$ cat config.mk
export PLATFORM = sky130hd
export DESIGN_NAME = accessory_output_port_driver
export DESIGN_NICKNAME = d
export VERILOG_FILES = /design/src/aopd_pkg.sv /design/src/accessory_output_port_driver.sv
export SDC_FILE = /design/constraint.sdc
export NUM_CORES = 1
export LEC_CHECK = 0
export BUFFER_PORTS_ARGS = -buffer_cell sky130_fd_sc_hd__buf_2
export CAP_MARGIN = 25
export CELL_PAD_IN_SITES_DETAIL_PLACEMENT = 0
export CELL_PAD_IN_SITES_GLOBAL_PLACEMENT = 1
export CORE_MARGIN = 5
export CORE_UTILIZATION = 41
export DETAILED_ROUTE_END_ITERATION = 16
export GPL_ROUTABILITY_DRIVEN = 0
export HOLD_SLACK_MARGIN = 0.15
export PLACE_DENSITY = 0.78
export SKIP_LAST_GASP = 1
export SYNTH_ARGS = -nofsm -noshare
export SYNTH_HDL_FRONTEND = slang
export SYNTH_SLANG_ARGS = --single-unit
$ cat constraint.sdc
create_clock -name i_clk -period 2.6 [get_ports i_clk]
set_clock_uncertainty 0.1 [all_clocks]
set_input_delay 0.13 -clock i_clk [delete_from_list [all_inputs] [get_ports i_clk]]
set_output_delay 0.13 -clock i_clk [all_outputs]
set_load 0.05 [all_outputs]
$ cat src/aopd_pkg.sv
package aopd_pkg;

    // register widths fixed by the port definition
    localparam int MODE_W       = 2;
    localparam int ON_TIME_W    = 8;
    localparam int CFG_IDX_W    = 2;
    localparam int CFG_DATA_W   = 8;
    localparam int TIMER_BITS_DEF = 8;

    // configuration register indexes
    localparam logic [CFG_IDX_W-1:0] REG_PORT_MODE      = 2'd0;
    localparam logic [CFG_IDX_W-1:0] REG_ON_TIME_FIRST  = 2'd1;
    localparam logic [CFG_IDX_W-1:0] REG_ON_TIME_SECOND = 2'd2;

    // port modes
    localparam logic [MODE_W-1:0] MODE_PULSED_PAIR = 2'd0;
    localparam logic [MODE_W-1:0] MODE_PERM_PAIR   = 2'd1;
    localparam logic [MODE_W-1:0] MODE_SINGLE_PERM = 2'd2;
    localparam logic [MODE_W-1:0] MODE_SINGLE_BLINK = 2'd3;

    // item operations
    localparam logic OP_TICK     = 1'b0;
    localparam logic OP_ACTIVATE = 1'b1;

    // timer phase, one-hot
    typedef enum logic [3:0] {
        PH_IDLE      = 4'b0001,
        PH_PULSE     = 4'b0010,
        PH_BLINK_ON  = 4'b0100,
        PH_BLINK_OFF = 4'b1000
    } t_phase;

    // input beat
    typedef struct packed {
        logic operation;
        logic gate;
    } t_in_beat;

    // result beat
    typedef struct packed {
        logic pin_first;
        logic pin_second;
        logic busy_res;
    } t_out_beat;

endpackage

$ cat src/accessory_output_port_driver.sv
// Output port driver of a model-railway accessory decoder.
// Input channel (i_in_valid / o_in_ready / i_in): one beat is either a tick of
// the time base or an activate command carrying a gate bit.
// Output channel (o_out_valid / i_out_ready / o_out): exactly one result beat
// per input beat, in order, giving both pin levels and the timer busy flag.
// Configuration: i_cfg_we writes i_cfg_data into register i_cfg_idx
// (0 port mode, 1 first on time, 2 second on time); writing the mode stops
// any running timer. Write only while no beat is in flight.
// An accepted beat passes the input register, then the result register; its
// result beat is valid once the result register takes it. Throughput: one beat
// per cycle while the receiver does not stall; the state update is a single
// decrement and compare between the two registers.
// Reset (synchronous, active low) clears the registers, the timer and the
// pins, and empties both stages.
// When the receiver stalls, the result register holds its beat and the
// input register still takes one more beat; after that o_in_ready drops.
module accessory_output_port_driver #(
    parameter int TIMER_BITS = aopd_pkg::TIMER_BITS_DEF
) (
    input  logic                              i_clk,
    input  logic                              i_rst_n,
    input  logic                              i_cfg_we,
    input  logic [aopd_pkg::CFG_IDX_W-1:0]    i_cfg_idx,
    input  logic [aopd_pkg::CFG_DATA_W-1:0]   i_cfg_data,
    input  logic                              i_in_valid,
    output logic                              o_in_ready,
    input  aopd_pkg::t_in_beat                i_in,
    output logic                              o_out_valid,
    input  logic                              i_out_ready,
    output aopd_pkg::t_out_beat               o_out
);

    localparam int CMP_W = (TIMER_BITS > aopd_pkg::ON_TIME_W) ?
                           TIMER_BITS : aopd_pkg::ON_TIME_W;
    localparam logic [CMP_W-1:0] TMAX_W = CMP_W'({TIMER_BITS{1'b1}});
    localparam logic [TIMER_BITS-1:0] T_ONE = TIMER_BITS'(1);

    // configuration registers
    logic [aopd_pkg::MODE_W-1:0]    r_mode;
    logic [aopd_pkg::ON_TIME_W-1:0] r_on_first;
    logic [aopd_pkg::ON_TIME_W-1:0] r_on_second;

    // port state
    aopd_pkg::t_phase      r_phase, n_phase;
    logic [TIMER_BITS-1:0] r_tick_count, n_tick_count;
    logic                  r_level_first, n_level_first;
    logic                  r_level_second, n_level_second;

    // pipeline stages
    logic                  r_in_valid;
    aopd_pkg::t_in_beat    r_in;
    logic                  r_out_valid;
    aopd_pkg::t_out_beat   r_out;

    logic out_free;
    logic step;
    logic mode_wr;

    logic [CMP_W-1:0]      first_w, second_w, sel_w;
    logic [TIMER_BITS-1:0] pulse_time;
    logic [TIMER_BITS-1:0] blink_time;
    logic                  expired;
    logic [TIMER_BITS-1:0] dec_count;

    // handshake
    assign out_free    = !r_out_valid || i_out_ready;
    assign step        = r_in_valid && out_free;
    assign o_in_ready  = !r_in_valid || out_free;
    assign o_out_valid = r_out_valid;
    assign o_out       = r_out;
    assign mode_wr     = i_cfg_we && (i_cfg_idx == aopd_pkg::REG_PORT_MODE);

    // on times saturated to the timer range
    assign first_w    = CMP_W'(r_on_first);
    assign second_w   = CMP_W'(r_on_second);
    assign sel_w      = r_in.gate ? second_w : first_w;
    assign pulse_time = TIMER_BITS'((sel_w > TMAX_W) ? TMAX_W : sel_w);
    always_comb begin
        blink_time = TIMER_BITS'((first_w > TMAX_W) ? TMAX_W : first_w);
        if (blink_time == '0) begin
            blink_time = T_ONE;
        end
    end

    // count down
    assign expired   = (r_tick_count <= T_ONE);
    assign dec_count = expired ? '0 : (r_tick_count - T_ONE);

    // state update for the beat in the input register
    always_comb begin
        n_phase        = r_phase;
        n_tick_count   = r_tick_count;
        n_level_first  = r_level_first;
        n_level_second = r_level_second;
        if (r_in.operation == aopd_pkg::OP_TICK) begin
            case (r_phase)
                aopd_pkg::PH_PULSE: begin
                    n_tick_count = dec_count;
                    if (expired) begin
                        n_level_first  = 1'b0;
                        n_level_second = 1'b0;
                        n_phase        = aopd_pkg::PH_IDLE;
                    end
                end
                aopd_pkg::PH_BLINK_ON: begin
                    n_tick_count = dec_count;
                    if (expired) begin
                        n_tick_count  = blink_time;
                        n_level_first = 1'b1;
                        n_phase       = aopd_pkg::PH_BLINK_OFF;
                    end
                end
                aopd_pkg::PH_BLINK_OFF: begin
                    n_tick_count = dec_count;
                    if (expired) begin
                        n_tick_count  = blink_time;
                        n_level_first = 1'b0;
                        n_phase       = aopd_pkg::PH_BLINK_ON;
                    end
                end
                default: begin
                end
            endcase
        end else begin
            case (r_mode)
                aopd_pkg::MODE_PULSED_PAIR: begin
                    if (r_phase == aopd_pkg::PH_IDLE) begin
                        if (r_in.gate) begin
                            n_level_second = 1'b1;
                        end else begin
                            n_level_first = 1'b1;
                        end
                        if (pulse_time != '0) begin
                            n_tick_count = pulse_time;
                            n_phase      = aopd_pkg::PH_PULSE;
                        end
                    end
                end
                aopd_pkg::MODE_PERM_PAIR: begin
                    n_level_first  = !r_in.gate;
                    n_level_second = r_in.gate;
                end
                aopd_pkg::MODE_SINGLE_PERM: begin
                    n_level_first = !r_in.gate;
                end
                default: begin
                    if (!r_in.gate) begin
                        n_tick_count = T_ONE;
                        n_phase      = aopd_pkg::PH_BLINK_ON;
                    end else begin
                        n_level_first = 1'b0;
                        n_tick_count  = '0;
                        n_phase       = aopd_pkg::PH_IDLE;
                    end
                end
            endcase
        end
    end

    // configuration and port state registers
    always_ff @(posedge i_clk) begin
        if (!i_rst_n) begin
            r_mode         <= aopd_pkg::MODE_PULSED_PAIR;
            r_on_first     <= '0;
            r_on_second    <= '0;
            r_phase        <= aopd_pkg::PH_IDLE;
            r_tick_count   <= '0;
            r_level_first  <= 1'b0;
            r_level_second <= 1'b0;
        end else begin
            // a mode write stops the timer
            if (mode_wr) begin
                r_mode       <= i_cfg_data[aopd_pkg::MODE_W-1:0];
                r_phase      <= aopd_pkg::PH_IDLE;
                r_tick_count <= '0;
            end else if (step) begin
                r_phase      <= n_phase;
                r_tick_count <= n_tick_count;
            end
            if (step) begin
                r_level_first  <= n_level_first;
                r_level_second <= n_level_second;
            end
            if (i_cfg_we) begin
                case (i_cfg_idx)
                    aopd_pkg::REG_ON_TIME_FIRST: begin
                        r_on_first <= i_cfg_data;
                    end
                    aopd_pkg::REG_ON_TIME_SECOND: begin
                        r_on_second <= i_cfg_data;
                    end
                    default: begin
                    end
                endcase
            end
        end
    end

    // input register
    always_ff @(posedge i_clk) begin
        if (!i_rst_n) begin
            r_in_valid <= 1'b0;
        end else if (o_in_ready) begin
            r_in_valid <= i_in_valid;
        end
    end

    always_ff @(posedge i_clk) begin
        if (i_in_valid && o_in_ready) begin
            r_in <= i_in;
        end
    end

    // result register
    always_ff @(posedge i_clk) begin
        if (!i_rst_n) begin
            r_out_valid <= 1'b0;
        end else if (out_free) begin
            r_out_valid <= r_in_valid;
        end
    end

    always_ff @(posedge i_clk) begin
        if (step) begin
            r_out.pin_first  <= n_level_first;
            r_out.pin_second <= n_level_second;
            r_out.busy_res   <= (n_phase != aopd_pkg::PH_IDLE);
        end
    end

    // an idle port has an empty timer
    a_idle_timer_empty: assert property (@(posedge i_clk) disable iff (!i_rst_n)
        (r_phase == aopd_pkg::PH_IDLE) |-> (r_tick_count == '0))
        else $error("idle port with nonzero timer");

    // a running timer never sits at zero
    a_run_timer_loaded: assert property (@(posedge i_clk) disable iff (!i_rst_n)
        (r_phase != aopd_pkg::PH_IDLE) |-> (r_tick_count != '0))
        else $error("running timer at zero");

    // single modes never touch the second pin
    a_single_second_hold: assert property (@(posedge i_clk) disable iff (!i_rst_n)
        (r_mode == aopd_pkg::MODE_SINGLE_PERM || r_mode == aopd_pkg::MODE_SINGLE_BLINK)
        |=> (r_level_second == $past(r_level_second)))
        else $error("second pin changed in a single mode");

    // a beat stalled in the input register keeps the port state
    a_stall_state_hold: assert property (@(posedge i_clk) disable iff (!i_rst_n)
        (!step && !i_cfg_we) |=> ($stable(r_phase) && $stable(r_tick_count)))
        else $error("port state moved without a beat");

endmodule
* Word-level counts from Yosys, hierarchy flattened
Cells that the tools add are included.
Operators by class: $add $sub $neg 1, magnitude comparators 3, eq/ne operators 12, multiplexer cells 35, bitwise logic cells 1, reduce and logical (&&, ||, !) cells 20
Operator list (number):
- $mux W8 | 9
- $pmux W8 S2 | 2
- $mux W4 | 6
- $gt A8 B8 Y1 const B | 2
- $mux W1 | 12
- $pmux W4 S3 | 1
- $le A8 B1 Y1 const B | 1
- $logic_not A8 Y1 | 1
- $pmux W4 S2 | 1
- $reduce_bool A8 Y1 | 1
- $reduce_or A2 Y1 | 4
- $sub A8 B1 Y8 const B | 1
- $ne A3 B3 Y1 const B | 2
- $pmux W1 S2 | 3
- $reduce_and A5 Y1 | 1
- $eq A2 B1 Y1 const B | 2
- $eq A2 B2 Y1 const B | 2
- $eq A4 B1 Y1 const B | 1
- $eq A4 B2 Y1 const B | 1
- $eq A4 B3 Y1 const B | 1
- $eq A4 B4 Y1 const B | 1
- $logic_not A2 Y1 | 2
- $ne A4 B1 Y1 const B | 1
- $reduce_and A2 Y1 | 2
- other kinds (7) | 12
Word-level totals: bits in registers 39, output and inout port bits 5, logic and storage cells 86

* Longest topological paths before layout
depth after elaboration 9, gate-level depth with buffers 8, gate-level depth less buffers 7

* Worst setup path after synthesis
OpenSTA, ideal clock, no wires.
path type register to register, start point reg r_phase[1], end point reg r_out, in the netlist o_out[0], data pin, library setup time 268 ps, arrival 2073 ps, data required time 2232 ps, slack 159 ps, cell stages (with the launch flop) 7, clock period less this slack 2441 ps, cell sequence dfxtp_1 -> clkbuf_1 -> or3b_2 -> or4b_2 -> a32o_1 -> a31oi_1 -> nand4_1
Between the ends: word-level cells in the longest chain between the ends 5, elaborated cells on any way between the ends 13, classes of those cells eq/ne (5); mux (8)
Ends and longest elaborated chain:
- start: declaration | RTL line accessory_output_port_driver.sv:44 | aopd_pkg::t_phase r_phase, n_phase;
- start signal: assignment | RTL line accessory_output_port_driver.sv:166 | r_phase <= aopd_pkg::PH_IDLE;
- start signal: assignment | RTL line accessory_output_port_driver.sv:174 | r_phase <= aopd_pkg::PH_IDLE;
- start signal: assignment | RTL line accessory_output_port_driver.sv:177 | r_phase <= n_phase;
- $eq A4 B1 Y1 / $mux W4 (equally long branches) | RTL line accessory_output_port_driver.sv:127, accessory_output_port_driver.sv:133
- $mux W4 | RTL line accessory_output_port_driver.sv:127 | if (r_phase == aopd_pkg::PH_IDLE) begin
- $pmux W4 S2 | RTL line accessory_output_port_driver.sv:125 | case (r_mode)
- $mux W4 (*) | RTL line accessory_output_port_driver.sv:95 | if (r_in.operation == aopd_pkg::OP_TICK) begin
- $ne A4 B1 Y1 (*) | RTL line accessory_output_port_driver.sv:227 | r_out.busy_res <= (n_phase != aopd_pkg::PH_IDLE);
- end: declaration | RTL line accessory_output_port_driver.sv:53 | aopd_pkg::t_out_beat r_out;
Every way passes the cells marked *; elsewhere a longest branch is shown, timed or not. A chain may end at the register's enable or synchronous reset.

* Worst setup path after layout
start point reg r_tick_count[7], end point reg r_out, in the netlist o_out[0], data pin
Between the ends: word-level cells in the longest chain between the ends 5, elaborated cells on any way between the ends 7, classes of those cells order compare (1); eq/ne (1); mux (5)
Ends and longest elaborated chain:
- start: declaration | RTL line accessory_output_port_driver.sv:45 | logic [TIMER_BITS-1:0] r_tick_count, n_tick_count;
- start signal: assignment | RTL line accessory_output_port_driver.sv:178 | r_tick_count <= n_tick_count;
- $le A8 B1 Y1 (*) | RTL line accessory_output_port_driver.sv:86 | assign expired = (r_tick_count <= T_ONE);
- $mux W4 (on tied branches) | RTL line accessory_output_port_driver.sv:115, accessory_output_port_driver.sv:99, accessory_output_port_driver.sv:107
- $pmux W4 S3 (*) | RTL line accessory_output_port_driver.sv:96 | case (r_phase)
- $mux W4 (*) | RTL line accessory_output_port_driver.sv:95
- $ne A4 B1 Y1 (*) | RTL line accessory_output_port_driver.sv:227
Marked as above.

==> flow_metrics.py <==
metrics = {
    "run_status": {
        "outcome": "finished clean",
    },
    "critical_path": {
        "crit_family": "simple AND/OR/NAND/NOR gates",
        "cp_slowest_cell": "or4b_2",
        "cp.required_ns": 2.53,
        "path_class": "flip-flop to flip-flop",
        "critical_path_arrival_ns": 2.37,
        "crit_buf_inv": 0,
        "worstPathMaxFanout": 4,
        "r2r_setup_slack_ns": 0.16,
        "crit_chain": "or4_4 > or4b_2 > a32o_1 > a31oi_1 > nand4_1",
        "cp_slowest_stage_delay_ns": 0.64,
        "worstSetupEndpointType": "flip-flop",
        "start_kind": "flip-flop",
    },
    "yosys": {
        "yosysSeqAreaShare_pct": 34.2,
        "synth.most_common_cell": "mux2i_1",
        "ys_types": 53,
        "avgSynthCellArea_sq_um": 8.64,
        "yosysTopAreaCell": "dfxtp_1",
        "synthArstFlopShare_pct": 0,
        "synthCells": 281,
        "synthesis.area_sq_um": 2430,
        "synth_edf_count": 5,
        "yosysTopAreaCellShare_pct": 28.0,
        "synth-seq-cells": 39,
        "ys.flop_type": "dfxtp_1",
        "synth_nets": 303,
        "synth_commonest_cells": "mux2i_1 (35), dfxtp_1 (34), nor2b_1 (25)",
        "ys_warn_count": 0,
        "synth.area.top_cells": "dfxtp_1 (28%), mux2i_1 (14%), nor2b_1 (6.4%)",
    },
    "cts": {
        "ctsHoldBuffers": 13,
        "cts_sinks": 39,
        "cts_root_buf": "clkbuf_8",
        "post_cts_buffers": 0,
        "clk_pin_slew_ns": 0.08,
        "tritoncts": "yes",
        "ctsHtreeMaxLevel": 2,
        "clockBufferDepth": 2,
        "clock_latency_ns": 0.29,
        "cts_resized": 0,
        "cts_buffers": 5,
    },
    "floorplan": {
        "io_pins": 22,
        "start_util_pct": 41.5,
        "placementRows": 28,
        "core_area_sq_um": 5850,
        "die-area_sq_um": 7560,
        "die-height_microns": 87.0,
        "die_width_microns": 87.0,
    },
    "global_route": {
        "grt_use_met2_pct": 26.3,
        "grt_pass1_wl_microns": 10000,
        "busiest_layer": "met2",
        "grt_max_degree": 26,
        "grt_pass1_vias": 2066,
        "grt.overflow.total": 0,
        "antenna_found_initial": 0,
        "use_met3_pct": 2.93,
        "use_met1_pct": 22.7,
        "grt_usage_pct": 16.6,
    },
    "detailed_routing": {
        "vias": 2151,
        "drtIter0Drc": 92,
        "drcViolationCount": 0,
        "via_per_inst": 5.39,
        "drt_wl_total_microns": 5930,
        "ant_nets": 0,
        "drt_pass1_iterations": 6,
        "avgRoutedWirePerCell_microns": 14.8,
    },
    "layout": {
        "stdcell_area_sq_um": 2950,
        "n_antenna_cell": 0,
        "area_growth_pct": 21.5,
        "nets": 345,
        "layout-drive-gt1-share_pct": 18.2,
    },
    "run": {
        "max-cap-violations": 0,
    },
    "power": {
        "p_per_area_nw_per_um2": 485,
        "p_leak_nw": 1.27,
        "power_w": 0.00143,
        "vdd_drop_max_v": 0.000468,
    },
    "place": {
        "portBuffers": 21,
        "dp_hpwl_microns": 4350,
        "placed_area_sq_um": 2700,
    },
    "timing": {
        "slew_viol_final": 0,
        "relSlewSlack_pct": 62.8,
        "tightest_slew_ns": 0.552,
        "finalHoldViolCount": 0,
        "finalSetupTns_ns": 0,
        "min_period_ns": 2.44,
        "final-setup-viol-count": 0,
        "fmax_ghz": 0.410,
        "finalCritPeriodShare_pct": 93.7,
        "rsz0062_at_grt": "false",
    },
    "hold_path": {
        "min_path_type": "primary input to flip-flop",
    },
}
power by group:
part / total (W) / switching (W) / internal [W]
sequential: 0.000653 / 0.0000201 / 0.000633
combinational: 0.000248 / 0.000134 / 0.000114
clock: 0.000531 / 0.000225 / 0.000305
total: 0.00143 / 0.000380 / 0.00105
logic make-up after synthesis:
logic type	synth area share, %
flip-flops	34.2
adder cells (fa/ha/maj)	2.58
AND/OR/NAND/NOR	25.1
multiplexers	15.4
XOR/XNOR	1.44
AO/OA/AOI/OAI	15.9
buffers and inverters	5.41
layout make-up:
cell class	instances	area [sq um]
clock buffers	7	119
clock inverters	1	7.51
fillers	555	2900
inverters	15	56.3
multi-input cells	209	1470
flip-flops and latches	39	831
well taps	75	93.8
repair buffers	53	378
tightest hold or removal path: cells and delay by family:
family | cells | cell delay, ns
compound gates | 1 | 0.15
buf+inv | 1 | 0.09
simple gates | 2 | 0.14
cell usage in the layout, fill, tap and decap left out, drive strengths merged, types with 11 or more instances in the layout:
cell         count
a21oi           11
buf             40
dfxtp           34
dlygate4sd3     13
inv             14
mux2i           35
nand2           21
nor2            15
nor2b           25
o21ai           18
metrics by stage:
stage	setup WS [ns]	hold WS [ns]	util [%]	std cells
after floorplan	0.159	0.129	-	281
after global placement	0.207	0.208	46.1	378
after detailed placement	0.175	0.208	46.1	378
after CTS	0.173	0.151	50.4	399
after global routing	0.0783	0.175	50.4	399
final	0.163	0.153	50.4	399
sequential cells by signal, indices dropped and copies added (netlist names):
signal,cells
first_w,8
o_out,3
o_out_valid,1
r_in,2
r_in_valid,1
r_level_first,1
r_level_second,1
r_mode,2
r_on_second,8
r_phase,4
r_tick_count,8
path summary, 6_finish.rpt:
check	end	depth (start not counted)	startpoint
worst min register to register	r_tick_count[7]	2	r_tick_count[7]
worst max register to register	o_out[0]	5	r_tick_count[7]
worst min-delay path	r_mode[1]	4	i_cfg_idx[1]
worst max-delay path	o_out[0]	5	r_tick_count[7]
per-layer routing:
metal	share of wire, %	vias up
li1	-	1105
met1	49	983
met2	45	53
met3	3.9	10
met4	2.0	0
met5	0	-
Note: power is estimated with default switching activity, not from simulation.
